--- config.mk ---
export PLATFORM = sky130hd
export DESIGN_NAME = bplus_leaf_page_index
export DESIGN_NICKNAME = d
export VERILOG_FILES = /design/src/hw/rtl/bpli_pkg.sv /design/src/hw/rtl/bplus_leaf_page_index.sv /design/src/hw/rtl/bpli_ram.sv /design/src/hw/rtl/bpli_datapath.sv /design/src/hw/rtl/bpli_ctrl.sv
export SDC_FILE = /design/constraint.sdc
export NUM_CORES = 2
export LEC_CHECK = 0
export ABC_AREA = 1
export ABC_CLOCK_PERIOD_IN_PS = 5700
export BUFFER_PORTS_ARGS = -buffer_cell sky130_fd_sc_hd__buf_2
export CORE_ASPECT_RATIO = 1.75
export CORE_UTILIZATION = 57
export DETAILED_ROUTE_END_ITERATION = 7
export HOLD_SLACK_MARGIN = 0.03
export PLACE_DENSITY = 0.75
export SETUP_SLACK_MARGIN = 0.02
export SLEW_MARGIN = 15
export SYNTH_ARGS = -nofsm -noshare
export SYNTH_HDL_FRONTEND = slang
export SYNTH_SLANG_ARGS = --single-unit
--- constraint.sdc ---
create_clock -name clk -period 5.7 [get_ports clk]
set_clock_uncertainty 0.1 [all_clocks]
set_input_delay 0.285 -clock clk [delete_from_list [all_inputs] [get_ports clk]]
set_output_delay 0.285 -clock clk [all_outputs]
set_load 0.01 [all_outputs]
--- src/hw/rtl/bpli_pkg.sv ---
// bpli_pkg: shared types, codes and defaults for the one-level b+ leaf page index
// depends on nothing; used by every module in hw/rtl except bpli_ram
package bpli_pkg;

  localparam int LEAF_KEYS_DEF  = 4;
  localparam int LEAF_PAGES_DEF = 9;
  localparam int KEY_W          = 32;
  localparam int SPLIT_KEEP     = 2;
  localparam int STATUS_W       = 3;
  localparam int LEAF_W         = 4;
  localparam int FUNC_W         = 2;

  localparam logic [FUNC_W-1:0] FN_INSERT = 2'd0;
  localparam logic [FUNC_W-1:0] FN_LOOKUP = 2'd1;
  localparam logic [FUNC_W-1:0] FN_SCAN   = 2'd2;
  localparam logic [FUNC_W-1:0] FN_QUERY  = 2'd3;

  localparam logic [STATUS_W-1:0] ST_INSERTED = 3'd0;
  localparam logic [STATUS_W-1:0] ST_DUP      = 3'd1;
  localparam logic [STATUS_W-1:0] ST_FULL     = 3'd2;
  localparam logic [STATUS_W-1:0] ST_FOUND    = 3'd3;
  localparam logic [STATUS_W-1:0] ST_ABSENT   = 3'd4;
  localparam logic [STATUS_W-1:0] ST_LEAF     = 3'd5;
  localparam logic [STATUS_W-1:0] ST_SCAN_KEY = 3'd6;
  localparam logic [STATUS_W-1:0] ST_EMPTY    = 3'd7;

  typedef struct packed {
    logic [FUNC_W-1:0]       func;
    logic signed [KEY_W-1:0] key;
    logic signed [KEY_W-1:0] high_key;
  } in_item_t;

  typedef struct packed {
    logic [STATUS_W-1:0]     status;
    logic signed [KEY_W-1:0] value;
    logic [LEAF_W-1:0]       leaf;
    logic                    last;
  } out_item_t;

  typedef struct packed {
    logic                start;
    logic                route_step;
    logic                set_id;
    logic                load_rd;
    logic                load_wr;
    logic                ins_shift;
    logic                wr_step;
    logic                meta_upd;
    logic                sep_rd;
    logic                sep_wr;
    logic                scan_rd;
    logic                scan_adv;
    logic                next_leaf;
    logic                put;
    logic                put_pend;
    logic                put_last;
    logic [STATUS_W-1:0] put_status;
  } cmd_t;

  typedef struct packed {
    logic [FUNC_W-1:0] func;
    logic              inv;
    logic              route_more;
    logic              load_last;
    logic              dup;
    logic              full;
    logic              wr_last;
    logic              sep_done;
    logic              leaf_end;
    logic              leaf_more;
    logic              v_gt_hi;
    logic              v_ge_lo;
    logic              pend_valid;
    logic              out_free;
  } sts_t;

endpackage

--- src/hw/rtl/bplus_leaf_page_index.sv ---
// bplus_leaf_page_index: top level, one fixed root over sorted leaf pages
// depends on bpli_pkg, bpli_ctrl, bpli_datapath (which holds bpli_ram)
//
//  channel | ports                          | moves
//  input   | in_valid, in_stall, in_item    | func, key, high_key
//  result  | out_valid, out_stall, out_item | status, value, leaf, last
//
// one item at a time; routing walks the root slots in order, one separator compare each
// leaf query: route, then respond; lookup: route, load the whole leaf, compare, respond
// insert: route, load the leaf, shift, write back, update metadata, refresh separators
// scan: route, then read keys in turn and hop leaf links until the chain ends or a key above the bound stops it;
//   the last result may wait in the output register while the next word is taken
// reset is synchronous: one empty leaf, no ram clearing pass; stalls hold the sequencer
module bplus_leaf_page_index #(
  parameter int LEAF_KEYS  = bpli_pkg::LEAF_KEYS_DEF,
  parameter int LEAF_PAGES = bpli_pkg::LEAF_PAGES_DEF
) (
  input  logic                clk,
  input  logic                rst_n,
  input  logic                in_valid,
  output logic                in_stall,
  input  bpli_pkg::in_item_t  in_item,
  output logic                out_valid,
  input  logic                out_stall,
  output bpli_pkg::out_item_t out_item
);
  import bpli_pkg::*;

  cmd_t cmd;
  sts_t sts;

  bpli_ctrl u_ctrl (
    .clk     (clk),
    .rst_n   (rst_n),
    .in_valid(in_valid),
    .in_stall(in_stall),
    .sts     (sts),
    .cmd     (cmd)
  );

  bpli_datapath #(
    .LEAF_KEYS (LEAF_KEYS),
    .LEAF_PAGES(LEAF_PAGES)
  ) u_dp (
    .clk      (clk),
    .rst_n    (rst_n),
    .in_item  (in_item),
    .cmd      (cmd),
    .sts      (sts),
    .out_valid(out_valid),
    .out_stall(out_stall),
    .out_item (out_item)
  );

endmodule

--- src/hw/rtl/bpli_ram.sv ---
// bpli_ram: generic single write port ram with registered read
// depends on nothing
module bpli_ram #(
  parameter int WIDTH = 32,
  parameter int DEPTH = 36
) (
  input  logic                     clk,
  input  logic                     we,
  input  logic [$clog2(DEPTH)-1:0] waddr,
  input  logic [WIDTH-1:0]         wdata,
  input  logic                     re,
  input  logic [$clog2(DEPTH)-1:0] raddr,
  output logic [WIDTH-1:0]         rdata
);

  logic [WIDTH-1:0] mem_r [DEPTH];
  logic [WIDTH-1:0] rdata_r;

  always_ff @(posedge clk) begin
    if (we) begin
      mem_r[waddr] <= wdata;
    end
    if (re) begin
      rdata_r <= mem_r[raddr];
    end
  end

  assign rdata = rdata_r;

endmodule

--- src/hw/rtl/bpli_datapath.sv ---
// bpli_datapath: root (child order, separators), leaf metadata, key ram, leaf buffer
// and result register; depends on bpli_pkg and bpli_ram
module bpli_datapath #(
  parameter int LEAF_KEYS  = bpli_pkg::LEAF_KEYS_DEF,
  parameter int LEAF_PAGES = bpli_pkg::LEAF_PAGES_DEF
) (
  input  logic                clk,
  input  logic                rst_n,
  input  bpli_pkg::in_item_t  in_item,
  input  bpli_pkg::cmd_t      cmd,
  output bpli_pkg::sts_t      sts,
  output logic                out_valid,
  input  logic                out_stall,
  output bpli_pkg::out_item_t out_item
);
  import bpli_pkg::*;

  localparam int PW    = $clog2(LEAF_PAGES);
  localparam int UW    = $clog2(LEAF_PAGES + 1);
  localparam int FW    = $clog2(LEAF_KEYS + 1);
  localparam int DEPTH = LEAF_PAGES * LEAF_KEYS;
  localparam int AW    = $clog2(DEPTH);

  logic [FUNC_W-1:0]       func_r;
  logic signed [KEY_W-1:0] key_r;
  logic signed [KEY_W-1:0] hi_r;
  logic [PW-1:0]           slot_r;
  logic [PW-1:0]           id_r;
  logic [PW-1:0]           hops_r;
  logic [FW-1:0]           idx_r;
  logic [UW-1:0]           sepi_r;
  logic signed [KEY_W-1:0] buf_r [LEAF_KEYS+1];
  logic signed [KEY_W-1:0] sep_r [LEAF_PAGES];
  logic [FW-1:0]           fill_r [LEAF_PAGES];
  logic [PW-1:0]           link_r [LEAF_PAGES];
  logic                    lv_r [LEAF_PAGES];
  logic [PW-1:0]           order_r [LEAF_PAGES];
  logic [UW-1:0]           used_r;
  logic                    pend_valid_r;
  logic signed [KEY_W-1:0] pend_key_r;
  logic                    out_valid_r;
  out_item_t               out_item_r;

  logic [FW-1:0]           fill_id;
  logic                    split;
  logic [PW-1:0]           fresh;
  logic [FW-1:0]           pos;
  logic                    dup;
  logic signed [KEY_W-1:0] shifted [LEAF_KEYS+1];
  logic                    ram_we;
  logic [AW-1:0]           ram_waddr;
  logic                    ram_re;
  logic [AW-1:0]           ram_raddr;
  logic [KEY_W-1:0]        ram_rdata;
  logic signed [KEY_W-1:0] v;
  logic                    out_free;

  assign fill_id  = fill_r[id_r];
  assign split    = (fill_id == FW'(LEAF_KEYS));
  assign fresh    = used_r[PW-1:0];
  assign v        = $signed(ram_rdata);
  assign out_free = !out_valid_r || !out_stall;

  // sorted insert position and duplicate check over the loaded leaf
  always_comb begin
    pos = '0;
    dup = 1'b0;
    for (int i = 0; i < LEAF_KEYS; i++) begin
      if (FW'(i) < fill_id && buf_r[i] < key_r) begin
        pos = pos + FW'(1);
      end
      if (FW'(i) < fill_id && buf_r[i] == key_r) begin
        dup = 1'b1;
      end
    end
    shifted[0] = (pos == '0) ? key_r : buf_r[0];
    for (int i = 1; i <= LEAF_KEYS; i++) begin
      if (FW'(i) < pos) begin
        shifted[i] = buf_r[i];
      end else if (FW'(i) == pos) begin
        shifted[i] = key_r;
      end else begin
        shifted[i] = buf_r[i-1];
      end
    end
  end

  assign ram_we    = cmd.wr_step;
  assign ram_waddr = (split && idx_r >= FW'(SPLIT_KEEP))
                   ? AW'(fresh) * AW'(LEAF_KEYS) + AW'(idx_r - FW'(SPLIT_KEEP))
                   : AW'(id_r) * AW'(LEAF_KEYS) + AW'(idx_r);
  assign ram_re    = cmd.load_rd || cmd.sep_rd || cmd.scan_rd;
  assign ram_raddr = cmd.sep_rd ? AW'(order_r[sepi_r[PW-1:0]]) * AW'(LEAF_KEYS)
                   : AW'(id_r) * AW'(LEAF_KEYS) + AW'(idx_r);

  bpli_ram #(
    .WIDTH(KEY_W),
    .DEPTH(DEPTH)
  ) u_keys (
    .clk  (clk),
    .we   (ram_we),
    .waddr(ram_waddr),
    .wdata(buf_r[idx_r]),
    .re   (ram_re),
    .raddr(ram_raddr),
    .rdata(ram_rdata)
  );

  // working registers, no reset needed
  always_ff @(posedge clk) begin
    if (cmd.start) begin
      func_r <= in_item.func;
      key_r  <= in_item.key;
      hi_r   <= in_item.high_key;
      slot_r <= '0;
    end
    if (cmd.route_step) begin
      slot_r <= slot_r + PW'(1);
    end
    if (cmd.set_id) begin
      id_r   <= order_r[slot_r];
      idx_r  <= '0;
      hops_r <= '0;
    end
    if (cmd.load_wr) begin
      buf_r[idx_r] <= v;
      idx_r        <= idx_r + FW'(1);
    end
    if (cmd.ins_shift) begin
      buf_r <= shifted;
      idx_r <= '0;
    end
    if (cmd.wr_step || cmd.scan_adv) begin
      idx_r <= idx_r + FW'(1);
    end
    if (cmd.meta_upd) begin
      sepi_r <= UW'(1);
    end
    if (cmd.sep_wr) begin
      sep_r[PW'(sepi_r - UW'(1))] <= v;
      sepi_r                      <= sepi_r + UW'(1);
    end
    if (cmd.scan_adv && v >= key_r) begin
      pend_key_r <= v;
    end
    if (cmd.next_leaf) begin
      id_r   <= link_r[id_r];
      idx_r  <= '0;
      hops_r <= hops_r + PW'(1);
    end
    if (cmd.put) begin
      out_item_r.status <= cmd.put_status;
      out_item_r.value  <= cmd.put_pend ? pend_key_r : '0;
      out_item_r.leaf   <= (cmd.put_status == ST_LEAF) ? LEAF_W'(id_r) : '0;
      out_item_r.last   <= cmd.put_last;
    end
  end

  // tree metadata and handshake state
  always_ff @(posedge clk) begin
    if (!rst_n) begin
      fill_r       <= '{default: '0};
      link_r       <= '{default: '1};
      lv_r         <= '{default: 1'b0};
      order_r      <= '{default: '0};
      used_r       <= UW'(1);
      pend_valid_r <= 1'b0;
      out_valid_r  <= 1'b0;
    end else begin
      if (cmd.meta_upd) begin
        if (!split) begin
          fill_r[id_r] <= fill_id + FW'(1);
        end else begin
          fill_r[id_r]  <= FW'(SPLIT_KEEP);
          fill_r[fresh] <= FW'(LEAF_KEYS + 1 - SPLIT_KEEP);
          link_r[fresh] <= link_r[id_r];
          lv_r[fresh]   <= lv_r[id_r];
          link_r[id_r]  <= fresh;
          lv_r[id_r]    <= 1'b1;
          // open a child slot right after the split leaf
          for (int i = 1; i < LEAF_PAGES; i++) begin
            if (UW'(i) == UW'(slot_r) + UW'(1)) begin
              order_r[i] <= fresh;
            end else if (UW'(i) > UW'(slot_r) + UW'(1) && UW'(i) <= used_r) begin
              order_r[i] <= order_r[i-1];
            end
          end
          used_r <= used_r + UW'(1);
        end
      end
      if (cmd.set_id) begin
        pend_valid_r <= 1'b0;
      end else if (cmd.scan_adv && v >= key_r) begin
        pend_valid_r <= 1'b1;
      end
      if (cmd.put) begin
        out_valid_r <= 1'b1;
      end else if (!out_stall) begin
        out_valid_r <= 1'b0;
      end
    end
  end

  assign sts.func       = func_r;
  assign sts.inv        = key_r > hi_r;
  assign sts.route_more = (UW'(slot_r) + UW'(1) < used_r) && (key_r >= sep_r[slot_r]);
  assign sts.load_last  = (idx_r == FW'(LEAF_KEYS - 1));
  assign sts.dup        = dup;
  assign sts.full       = split && (used_r == UW'(LEAF_PAGES));
  assign sts.wr_last    = (idx_r == fill_id);
  assign sts.sep_done   = (sepi_r >= used_r);
  assign sts.leaf_end   = (idx_r >= fill_id);
  assign sts.leaf_more  = lv_r[id_r] && (UW'(link_r[id_r]) < UW'(LEAF_PAGES))
                       && (UW'(hops_r) + UW'(1) < UW'(LEAF_PAGES));
  assign sts.v_gt_hi    = v > hi_r;
  assign sts.v_ge_lo    = v >= key_r;
  assign sts.pend_valid = pend_valid_r;
  assign sts.out_free   = out_free;

  assign out_valid = out_valid_r;
  assign out_item  = out_item_r;

  a_put_free: assert property (@(posedge clk) disable iff (!rst_n)
    cmd.put |-> out_free)
    else $error("result written over an untaken word");

  a_used_range: assert property (@(posedge clk) disable iff (!rst_n)
    (used_r >= UW'(1)) && (used_r <= UW'(LEAF_PAGES)))
    else $error("leaf count out of range");

  a_split_grows: assert property (@(posedge clk) disable iff (!rst_n)
    (cmd.meta_upd && split) |=> used_r == $past(used_r) + UW'(1))
    else $error("split did not add a leaf");

  a_wr_idx: assert property (@(posedge clk) disable iff (!rst_n)
    cmd.wr_step |-> idx_r <= FW'(LEAF_KEYS))
    else $error("write back ran past the leaf buffer");

endmodule

--- src/hw/rtl/bpli_ctrl.sv ---
// bpli_ctrl: sequencer for routing, leaf load, insert write back, separator refresh
// and chained scans; depends on bpli_pkg
module bpli_ctrl (
  input  logic           clk,
  input  logic           rst_n,
  input  logic           in_valid,
  output logic           in_stall,
  input  bpli_pkg::sts_t sts,
  output bpli_pkg::cmd_t cmd
);
  import bpli_pkg::*;

  typedef enum logic [12:0] {
    S_IDLE   = 13'h0001,
    S_ROUTE  = 13'h0002,
    S_LRD    = 13'h0004,
    S_LWR    = 13'h0008,
    S_DECIDE = 13'h0010,
    S_WR     = 13'h0020,
    S_META   = 13'h0040,
    S_SEPR   = 13'h0080,
    S_SEPW   = 13'h0100,
    S_SRD    = 13'h0200,
    S_SUSE   = 13'h0400,
    S_SFIN   = 13'h0800,
    S_RESP   = 13'h1000
  } state_t;

  state_t              state_r, state_nxt;
  logic [STATUS_W-1:0] res_r, res_nxt;

  always_ff @(posedge clk) begin
    if (!rst_n) begin
      state_r <= S_IDLE;
    end else begin
      state_r <= state_nxt;
    end
  end

  always_ff @(posedge clk) begin
    res_r <= res_nxt;
  end

  assign in_stall = (state_r != S_IDLE);

  always_comb begin
    state_nxt = state_r;
    res_nxt   = res_r;
    cmd       = '0;
    unique case (state_r)
      S_IDLE: begin
        if (in_valid) begin
          cmd.start = 1'b1;
          state_nxt = S_ROUTE;
        end
      end
      S_ROUTE: begin
        if (sts.func == FN_SCAN && sts.inv) begin
          res_nxt   = ST_EMPTY;
          state_nxt = S_RESP;
        end else if (sts.route_more) begin
          cmd.route_step = 1'b1;
        end else begin
          cmd.set_id = 1'b1;
          if (sts.func == FN_QUERY) begin
            res_nxt   = ST_LEAF;
            state_nxt = S_RESP;
          end else if (sts.func == FN_SCAN) begin
            state_nxt = S_SRD;
          end else begin
            state_nxt = S_LRD;
          end
        end
      end
      S_LRD: begin
        cmd.load_rd = 1'b1;
        state_nxt   = S_LWR;
      end
      S_LWR: begin
        cmd.load_wr = 1'b1;
        state_nxt   = sts.load_last ? S_DECIDE : S_LRD;
      end
      S_DECIDE: begin
        priority if (sts.func == FN_LOOKUP) begin
          res_nxt   = sts.dup ? ST_FOUND : ST_ABSENT;
          state_nxt = S_RESP;
        end else if (sts.dup) begin
          res_nxt   = ST_DUP;
          state_nxt = S_RESP;
        end else if (sts.full) begin
          res_nxt   = ST_FULL;
          state_nxt = S_RESP;
        end else begin
          cmd.ins_shift = 1'b1;
          state_nxt     = S_WR;
        end
      end
      S_WR: begin
        cmd.wr_step = 1'b1;
        if (sts.wr_last) begin
          state_nxt = S_META;
        end
      end
      S_META: begin
        cmd.meta_upd = 1'b1;
        state_nxt    = S_SEPR;
      end
      S_SEPR: begin
        if (sts.sep_done) begin
          res_nxt   = ST_INSERTED;
          state_nxt = S_RESP;
        end else begin
          cmd.sep_rd = 1'b1;
          state_nxt  = S_SEPW;
        end
      end
      S_SEPW: begin
        cmd.sep_wr = 1'b1;
        state_nxt  = S_SEPR;
      end
      S_SRD: begin
        if (sts.leaf_end) begin
          if (sts.leaf_more) begin
            cmd.next_leaf = 1'b1;
          end else begin
            state_nxt = S_SFIN;
          end
        end else begin
          cmd.scan_rd = 1'b1;
          state_nxt   = S_SUSE;
        end
      end
      S_SUSE: begin
        if (sts.v_gt_hi) begin
          state_nxt = S_SFIN;
        end else if (sts.v_ge_lo && sts.pend_valid) begin
          // the held key is known not to be the final one
          if (sts.out_free) begin
            cmd.put        = 1'b1;
            cmd.put_pend   = 1'b1;
            cmd.put_status = ST_SCAN_KEY;
            cmd.scan_adv   = 1'b1;
            state_nxt      = S_SRD;
          end
        end else begin
          cmd.scan_adv = 1'b1;
          state_nxt    = S_SRD;
        end
      end
      S_SFIN: begin
        if (sts.out_free) begin
          cmd.put        = 1'b1;
          cmd.put_last   = 1'b1;
          cmd.put_pend   = sts.pend_valid;
          cmd.put_status = sts.pend_valid ? ST_SCAN_KEY : ST_EMPTY;
          state_nxt      = S_IDLE;
        end
      end
      S_RESP: begin
        if (sts.out_free) begin
          cmd.put        = 1'b1;
          cmd.put_last   = 1'b1;
          cmd.put_status = res_r;
          state_nxt      = S_IDLE;
        end
      end
      default: begin
        state_nxt = S_IDLE;
      end
    endcase
  end

endmodule
* Yosys cells after proc, flatten, opt, wreduce, memory -nomap -nowiden *
Memory sizes are Yosys's and may differ from the RTL's. A register that Yosys moved wholly into a read port is not among the register bits.
Cells that the tools add are included.

operators by class
  $add $sub $neg = 13
  magnitude comparators = 46
  equality and inequality tests = 53
  muxes and demuxes = 160
  bitwise logic cells = 13
  reductions and logical operators = 67

operator list
  cell                                                       number
  2-to-1 mux 32 bit                                          12
  2-to-1 mux 160 bit                                         2
  2-to-1 mux 13 bit                                          15
  bitwise mux 160 bit                                        1
  one-hot mux 13 bit (11 select lines)                       1
  2-to-1 mux 4 bit                                           34
  equality test 32 bit                                       4
  < comparator 32 bit                                        4
  binary-select mux 32 bit (select 3 bit)                    1
  demux 32 bit (select 3 bit)                                1
  bitwise mux 36 bit                                         2
  2-to-1 mux 3 bit                                           22
  greater-or-equal comparator 32 bit                         2
  greater-than comparator 32 bit                             2
  binary-select mux 4 bit (select 4 bit)                     3
  2-to-1 mux 1 bit                                           40
  demux 4 bit (select 4 bit)                                 2
  bitwise mux 27 bit                                         1
  logical AND 1 bit                                          27
  2-to-1 mux 27 bit                                          1
  demux 3 bit (select 4 bit)                                 2
  AND reduction 3 bit                                        8
  nonzero test 2 bit                                         12
  greater-or-equal comparator 5 bit (second input constant)  4
  other kinds (89)                                           149

storage, ports and cells
  register bits = 443
  memory bits (writable) = 1440
  input bits = 70
  memories kept = 2

memory list
  name               words  bits a word  read ports  clocked after Yosys merged registers in  write ports  RTL line             source
  u_dp.u_keys.mem_r  36     32           1           1                                        1            bpli_ram.sv:16       logic [WIDTH-1:0] mem_r [DEPTH];
  u_dp.sep_r         9      32           1           1                                        1            bpli_datapath.sv:33  logic signed [KEY_W-1:0] sep_r [LEAF_PAGES];

* Depth between registers and ports, before layout *
  depth in word-level cells = 17
  depth in mapped cells = 29
  gate-level depth less buffers = 27

* By module *
From an unflattened synthesis, not the netlist that was laid out.

unflattened totals
  cell total of the unflattened synthesis = 8446
  area, all modules = 89030.4 um^2

modules (own cells, without submodules)
  module         instances  cells each  area an instance (um^2)  seq. area each (um^2)
  bpli_ram       1          3876        47614.4                  35554.1
  bpli_datapath  1          4362        40118.5                  20419.6
  bpli_ctrl      1          208         1297.5                   350.3

* Worst setup path before layout *
OpenSTA, ideal clock, no wires.

  kind = register to register
  start = register u_dp.key_r[3]
  end = register u_dp.buf_r[0] (netlist bit), enable pin
  library setup time = 0.432 ns
  arrival time = 4.901 ns
  path slack = 0.267 ns
  cell stages (with the launch flop) = 22
  buffers on the path = 1
  cells stage by stage = edfxtp_1 -> inv_1 -> ha_1 -> nand2_1 -> inv_1 -> a221oi_1 -> o21a_1 -> o21ai_0 -> nand3_1 -> o211ai_1 -> nand3_1 -> inv_1 -> ha_1 -> inv_1 -> nand4_1 -> nand2_1 -> ha_1 -> or2_2 -> nand2_4 -> buf_2 -> nand2_1 -> a21oi_1

on the way
  word-level cells in the longest chain between the ends = 12
  elaborated cells between the ends (all ways) = 34
  classes of those cells = add/sub (3); order compare (5); eq/ne (5); mux (11); reduce/logical (10)

ends and longest elaborated chain
  what                                      RTL line              source
  start: declaration                        bpli_datapath.sv:25   logic signed [KEY_W-1:0] key_r;
  start signal: assignment                  bpli_datapath.sv:113  key_r <= in_item.key;
  < comparator 32 bit                       bpli_datapath.sv:69   if (FW'(i) < fill_id && buf_r[i] < key_r) begin
  logical AND 1 bit                         bpli_datapath.sv:69
  2-to-1 mux 1 bit                          bpli_datapath.sv:69
  adder 1 x 1 -> 2 bit                      bpli_datapath.sv:70   pos = pos + FW'(1);
  2-to-1 mux 3 bit                          bpli_datapath.sv:69
  adder 3 x 1 -> 3 bit                      bpli_datapath.sv:70
  2-to-1 mux 3 bit                          bpli_datapath.sv:69
  adder 3 x 1 -> 3 bit                      bpli_datapath.sv:70
  2-to-1 mux 3 bit                          bpli_datapath.sv:69
  < comparator 3 bit                        bpli_datapath.sv:78   if (FW'(i) < pos) begin
  != test 2 bit (no source line)            n/a
  AND reduction 2 bit (no source line) (*)  n/a
  end signal: indexed assignment            bpli_datapath.sv:126  buf_r[idx_r] <= v;
  end signal: assignment                    bpli_datapath.sv:130  buf_r <= shifted;
  end: declaration                          bpli_datapath.sv:32   logic signed [KEY_W-1:0] buf_r [LEAF_KEYS+1];

Every way passes the cells marked *; elsewhere a longest branch is shown, timed or not.
A chain may end at the register's enable or synchronous reset.

* Worst setup path after layout *
  start = register u_dp.id_r[0]
  end = memory u_dp.u_keys.mem_r[20][20], enable pin

on the way
  word-level cells in the longest chain between the ends = 7
  elaborated cells between the ends (all ways) = 8
  classes of those cells = add/sub (1); eq/ne (1); mux (4); bitwise (1); reduce/logical (1)

ends and longest elaborated chain
  what                                                  RTL line              source
  start: declaration                                    bpli_datapath.sv:28   logic [PW-1:0] id_r;
  start signal: assignment                              bpli_datapath.sv:121  id_r <= order_r[slot_r];
  start signal: assignment                              bpli_datapath.sv:147  id_r <= link_r[id_r];
  inverter 4 -> 5 bit (not written as such)             bpli_datapath.sv:58   assign fill_id = fill_r[id_r];
  binary-select mux 3 bit (select 4 bit)                bpli_datapath.sv:58
  2-to-1 mux 3 bit (not written as such) (2 in series)  bpli_datapath.sv:58
  equality test 3 bit                                   bpli_datapath.sv:59   assign split = (fill_id == FW'(LEAF_KEYS));
  logical AND 1 bit                                     bpli_datapath.sv:89   assign ram_waddr = (split && idx_r >= FW'(SPLIT_KEEP))
  2-to-1 mux 6 bit (*)                                  bpli_datapath.sv:90   ? AW'(fresh) * AW'(LEAF_KEYS) + AW'(idx_r - FW'(SPLIT_KEEP))
  end: declaration                                      bpli_ram.sv:16

Every way passes the cells marked *; elsewhere a longest branch is shown, timed or not. The select of a mux whose other input is x is not followed.

==> summary.md <==
| Metric | Value |
|---|---|
| Height of the chip | `530.1 um` |
| GRT Max-Usage Layer | `met2` |
| FP Rows | `roughly 190` |
| Area growth from synthesis to final layout | `11.80%` |
| Most common cell after layout, fill and taps aside | `nand2_1` |
| Count of input and output buffers | `111` |
| HPWL after detailed placement | `170,800 um` |
| Die outline area | `0.1610 mm2` |
| Vias after detailed routing | `68,560` |
| Met1 routing resource usage after global routing | `37.28%` |
| Crit path DAT | `about 5.4 ns` |
| Final critical path time including I/O delays and setup | `~5 ns` |
| GRT met2 Usage | `between 50% and 60%` |
| R2R depth | `18` |
| Number of maximum-capacitance constraint violations | `0` |
| Synth Net Count | `between 9,000 and 10,000` |
| Final Cell Area | `0.1016 mm2` |
| Flip-flop and latch count after synthesis | `1,919` |
| Final layout net count | `9,541` |
| Worst IR Drop VDD | `around 420 uV` |
| Antenna violations before repair | `2` |
| Sum of routed wire length over all layers | `266,600 um` |
| Crit Path Class | `reg2reg` |
| Clk Latency, worst-skew pair | `0.84 ns` |
| Net switching component of the power | `roughly 18 mW` |
| Clock share of power | `25.2%` |
| Final setup violation count | `0` |
| Clock transition at the registers of the reported paths | `0.07 ns` |
| Root Buffer | `clkbuf_16` |
| Synthesis warning total | `0` |
| Register area | `around 0.056 mm2` |
| Upper clock frequency limit | `approximately 200 MHz` |
| Depth of the CTS H-tree | `4` |
| Critical path startpoint category | `flop` |
| Fillers | `~12,000` |
| Total count of max-transition violations in the final report | `0` |
| Fraction of layout cells with a size suffix above 1 | `8.146%` |
| Synthesized area | `a little over 0.09 mm2` |
| RSZ-0062 raised after global routing | `no` |
| Accumulated negative setup slack | `0 ns` |
| DRC Markers | `0` |
| Post-route antenna net violation count | `0` |
| Switching part of the total | `38.00%` |
| Initial Util | `57.44%` |
| Most frequent cells in the layout | `1,953 x nand2_1, 1,789 x edfxtp_1, 1,284 x inv_1, 1,232 x nand3_1, 364 x nor2_1` |
| Fraction of met3 tracks used by global routing | `3.830%` |
| GRT Resource Usage Total | `about 33%` |
| Count of different cell masters after synthesis | `57` |
| First-pass GRT wire length | `399,900 um` |
| Vias in the first global route | `67,710` |
| Share of synthesized flip-flops with an asynchronous set or reset | `0%` |
| Type of the worst min-delay path | `in2reg` |
| Number of iterations in the first detailed-routing pass | `7` |
| Max-slew headroom | `22.77%` |
| Cell area power density | `454.5 mW/mm2` |
| Worst-Margin Slew | `1.154 ns` |
| Number of flops mapped to enable cells by yosys | `roughly 1,800` |
| Combinational power share | `36.0%` |
| Required arrival time at the worst endpoint | `6.06 ns` |
| Placer's final routability congestion estimate | `0.9692` |
| Hold Vio Cnt, Final | `0` |
| Routed length per instance | `23.48 um` |
| Clock tree from TritonCTS | `yes` |
| Total overflow reported by the global router | `0` |
| Result of the run | `complete, no violations` |
| Register share of total power | `38.8%` |
| Post-Syn Instances | `9,021` |
| Crit share post-route | `87.96%` |
| Via density | `6.037` |
| Die boundary width | `303.8 um` |
| Top FF cell, synth | `edfxtp_1` |
| Crit end category | `flop` |
| Pin count of the biggest net entering global routing | `119` |
| Hold Path Depth | `2` |
| Max FO, Critical Path | `32` |
| Buffers from clock root to sink, at most | `4` |
| Number of top-level pins | `around 110` |
| Share of synthesized area occupied by flip-flops and latches | `roughly three fifths` |
| Mean area per synthesized cell | `10.07 um2` |
| Total CTS buffers | `177` |
| Internal power of the cells | `between 20 and 30 mW` |
| Core area | `0.1582 mm2` |
| CTS sink count | `1,919` |
| Post-DP Area | `roughly 0.095 mm2` |
| Area of combinational cells with multiple inputs | `0.02839 mm2` |
| Iteration-0 DRC Markers | `7,822` |
| Leakage Power | `41.27 nW` |
==> layout make-up <==
cell class / instances / area share, %
Inverter: 1304 / 4.835
Clock inverter: 99 / 0.8611
Tap cell: 2047 / 2.522
Sequential cell: 1919 / 55.46
Timing Repair Buffer: 433 / 3.799
Antenna cell: 4 / 0.009855
Multi-Input combinational cell: 5336 / 27.95
Clock buffer: 214 / 4.558
==> synth_stat cells (14+ instances only) <==
library cell	instances	area, um2
a211oi_1	51	382.9
a21oi_1	320	1602
a221oi_1	19	166.4
a22oi_1	33	247.7
a31oi_1	20	125.1
buf_1	66	247.7
buf_2	64	320.3
clkbuf_1	322	1209
dfxtp_1	130	2603
edfxtp_1	1789	53720
ha_1	299	3741
inv_1	1287	4831
mux2i_1	65	650.6
nand2_1	1956	7342
nand3_1	1233	6171
nand4_1	98	613.1
nor2_1	405	1520
nor3_1	36	180.2
o211ai_1	232	1742
o21a_1	14	105.1
o21ai_0	396	1982
o22ai_1	65	406.6
==> power by group through the flow <==
stage	clock network [mW]	logic [mW]	registers, mW
floorplan	0	10.1	18.2
global placement	0	15.8	18.2
detailed placement	0	16.2	18.2
CTS	11.7	16.3	17.9
global route	12.2	17.9	17.9
finish	11.7	16.6	17.9
==> cells by family after synthesis <==
group           Yosys count  share of synthesized area (%)
mux                      65                         0.7162
simple gates           3780                          17.88
xor+xnor                 12                         0.1157
compound gates         1179                          7.695
fa+ha+maj               300                          4.140
flops                  1919                          62.00
buf+inv                1766                          7.456
==> stage by stage <==
stage	utilization (%)	cells	setup slack, ns	total power, mW	hold WS (ns)
after detailed placement	60.29	10970	0.7660	34.36	0.3613
after floorplan	-	9021	0.2667	28.27	0.2839
after global routing	64.21	11350	0.3388	48.03	0.06592
final	64.21	11360	0.6863	46.16	0.06655
after CTS	64.21	11350	0.7409	45.92	0.03327
after global placement	60.29	10970	0.7819	33.95	0.3523
==> layer usage <==
metal | wire length, um | part of all wire, % | up-vias
met1 | 93270 | 35 | 32730
met5 | 0 | 0 | -
met2 | 134200 | 50 | 3659
li1 | - | - | 31210
met4 | 19200 | 7.2 | 0
met3 | 19920 | 7.5 | 952
==> worst max-delay path: stages, from the launching register on <==
cell and delay [ns]:
edfxtp_1 0.63, inv_4 0.10, nand2_1 0.23, nor2_1 0.07, nor2_1 0.14, nand2_1 0.07, nand2_1 0.06, nand3_1 0.18
inv_1 0.28, ha_1 0.21, inv_1 0.06, nor2_2 0.15, nand2_1 0.20, o21ai_0 0.51, inv_1 0.12, nor2_1 0.16
nand2_1 0.49, nor2_4 0.24, buf_4 0.59
==> worst paths after layout <==
kind | from | end | slack (ns)
setup / recovery | u_dp.id_r[0]$_DFFE_PP_ | u_dp.u_keys.mem_r[20][20]$_DFFE_PP_ | 0.69
hold / removal | in_item[8] | u_dp.hi_r[8]$_DFFE_PP_ | 0.07
setup reg to reg | u_dp.id_r[0]$_DFFE_PP_ | u_dp.u_keys.mem_r[20][20]$_DFFE_PP_ | 0.69
hold reg to reg | u_dp.lv_r[0]$_SDFFE_PN0P_ | u_dp.lv_r[0]$_SDFFE_PN0P_ | 0.38
==> what timing repair did <==
action | 4_1_cts | 5_1_grt
buffers inserted | 0 | 0
endpoints found under the hold margin | 127 | 0
setup endpoints to repair | 0 | 0
hold buffers | 69 | 0
gates resized for setup | 0 | 0
==> flip-flops by register name, indices dropped and copies added, names as in the netlist, 13 cells and up, named ones only <==
| name | cells |
|---|---|
| u_dp.out_item | 40 |
| u_dp.key_r | 32 |
| u_dp.pend_key_r | 32 |
| u_dp.hi_r | 32 |
| u_ctrl.state_r | 13 |
| u_dp.buf_r | 160 |
| u_dp.u_keys.rdata | 32 |
| u_dp.link_r | 36 |
| u_dp.u_keys.mem_r | 1152 |
| u_dp.order_r | 32 |
| u_dp.fill_r | 27 |
| u_dp.sep_r | 288 |
No activity file was read; power rests on OpenSTA's default activity.
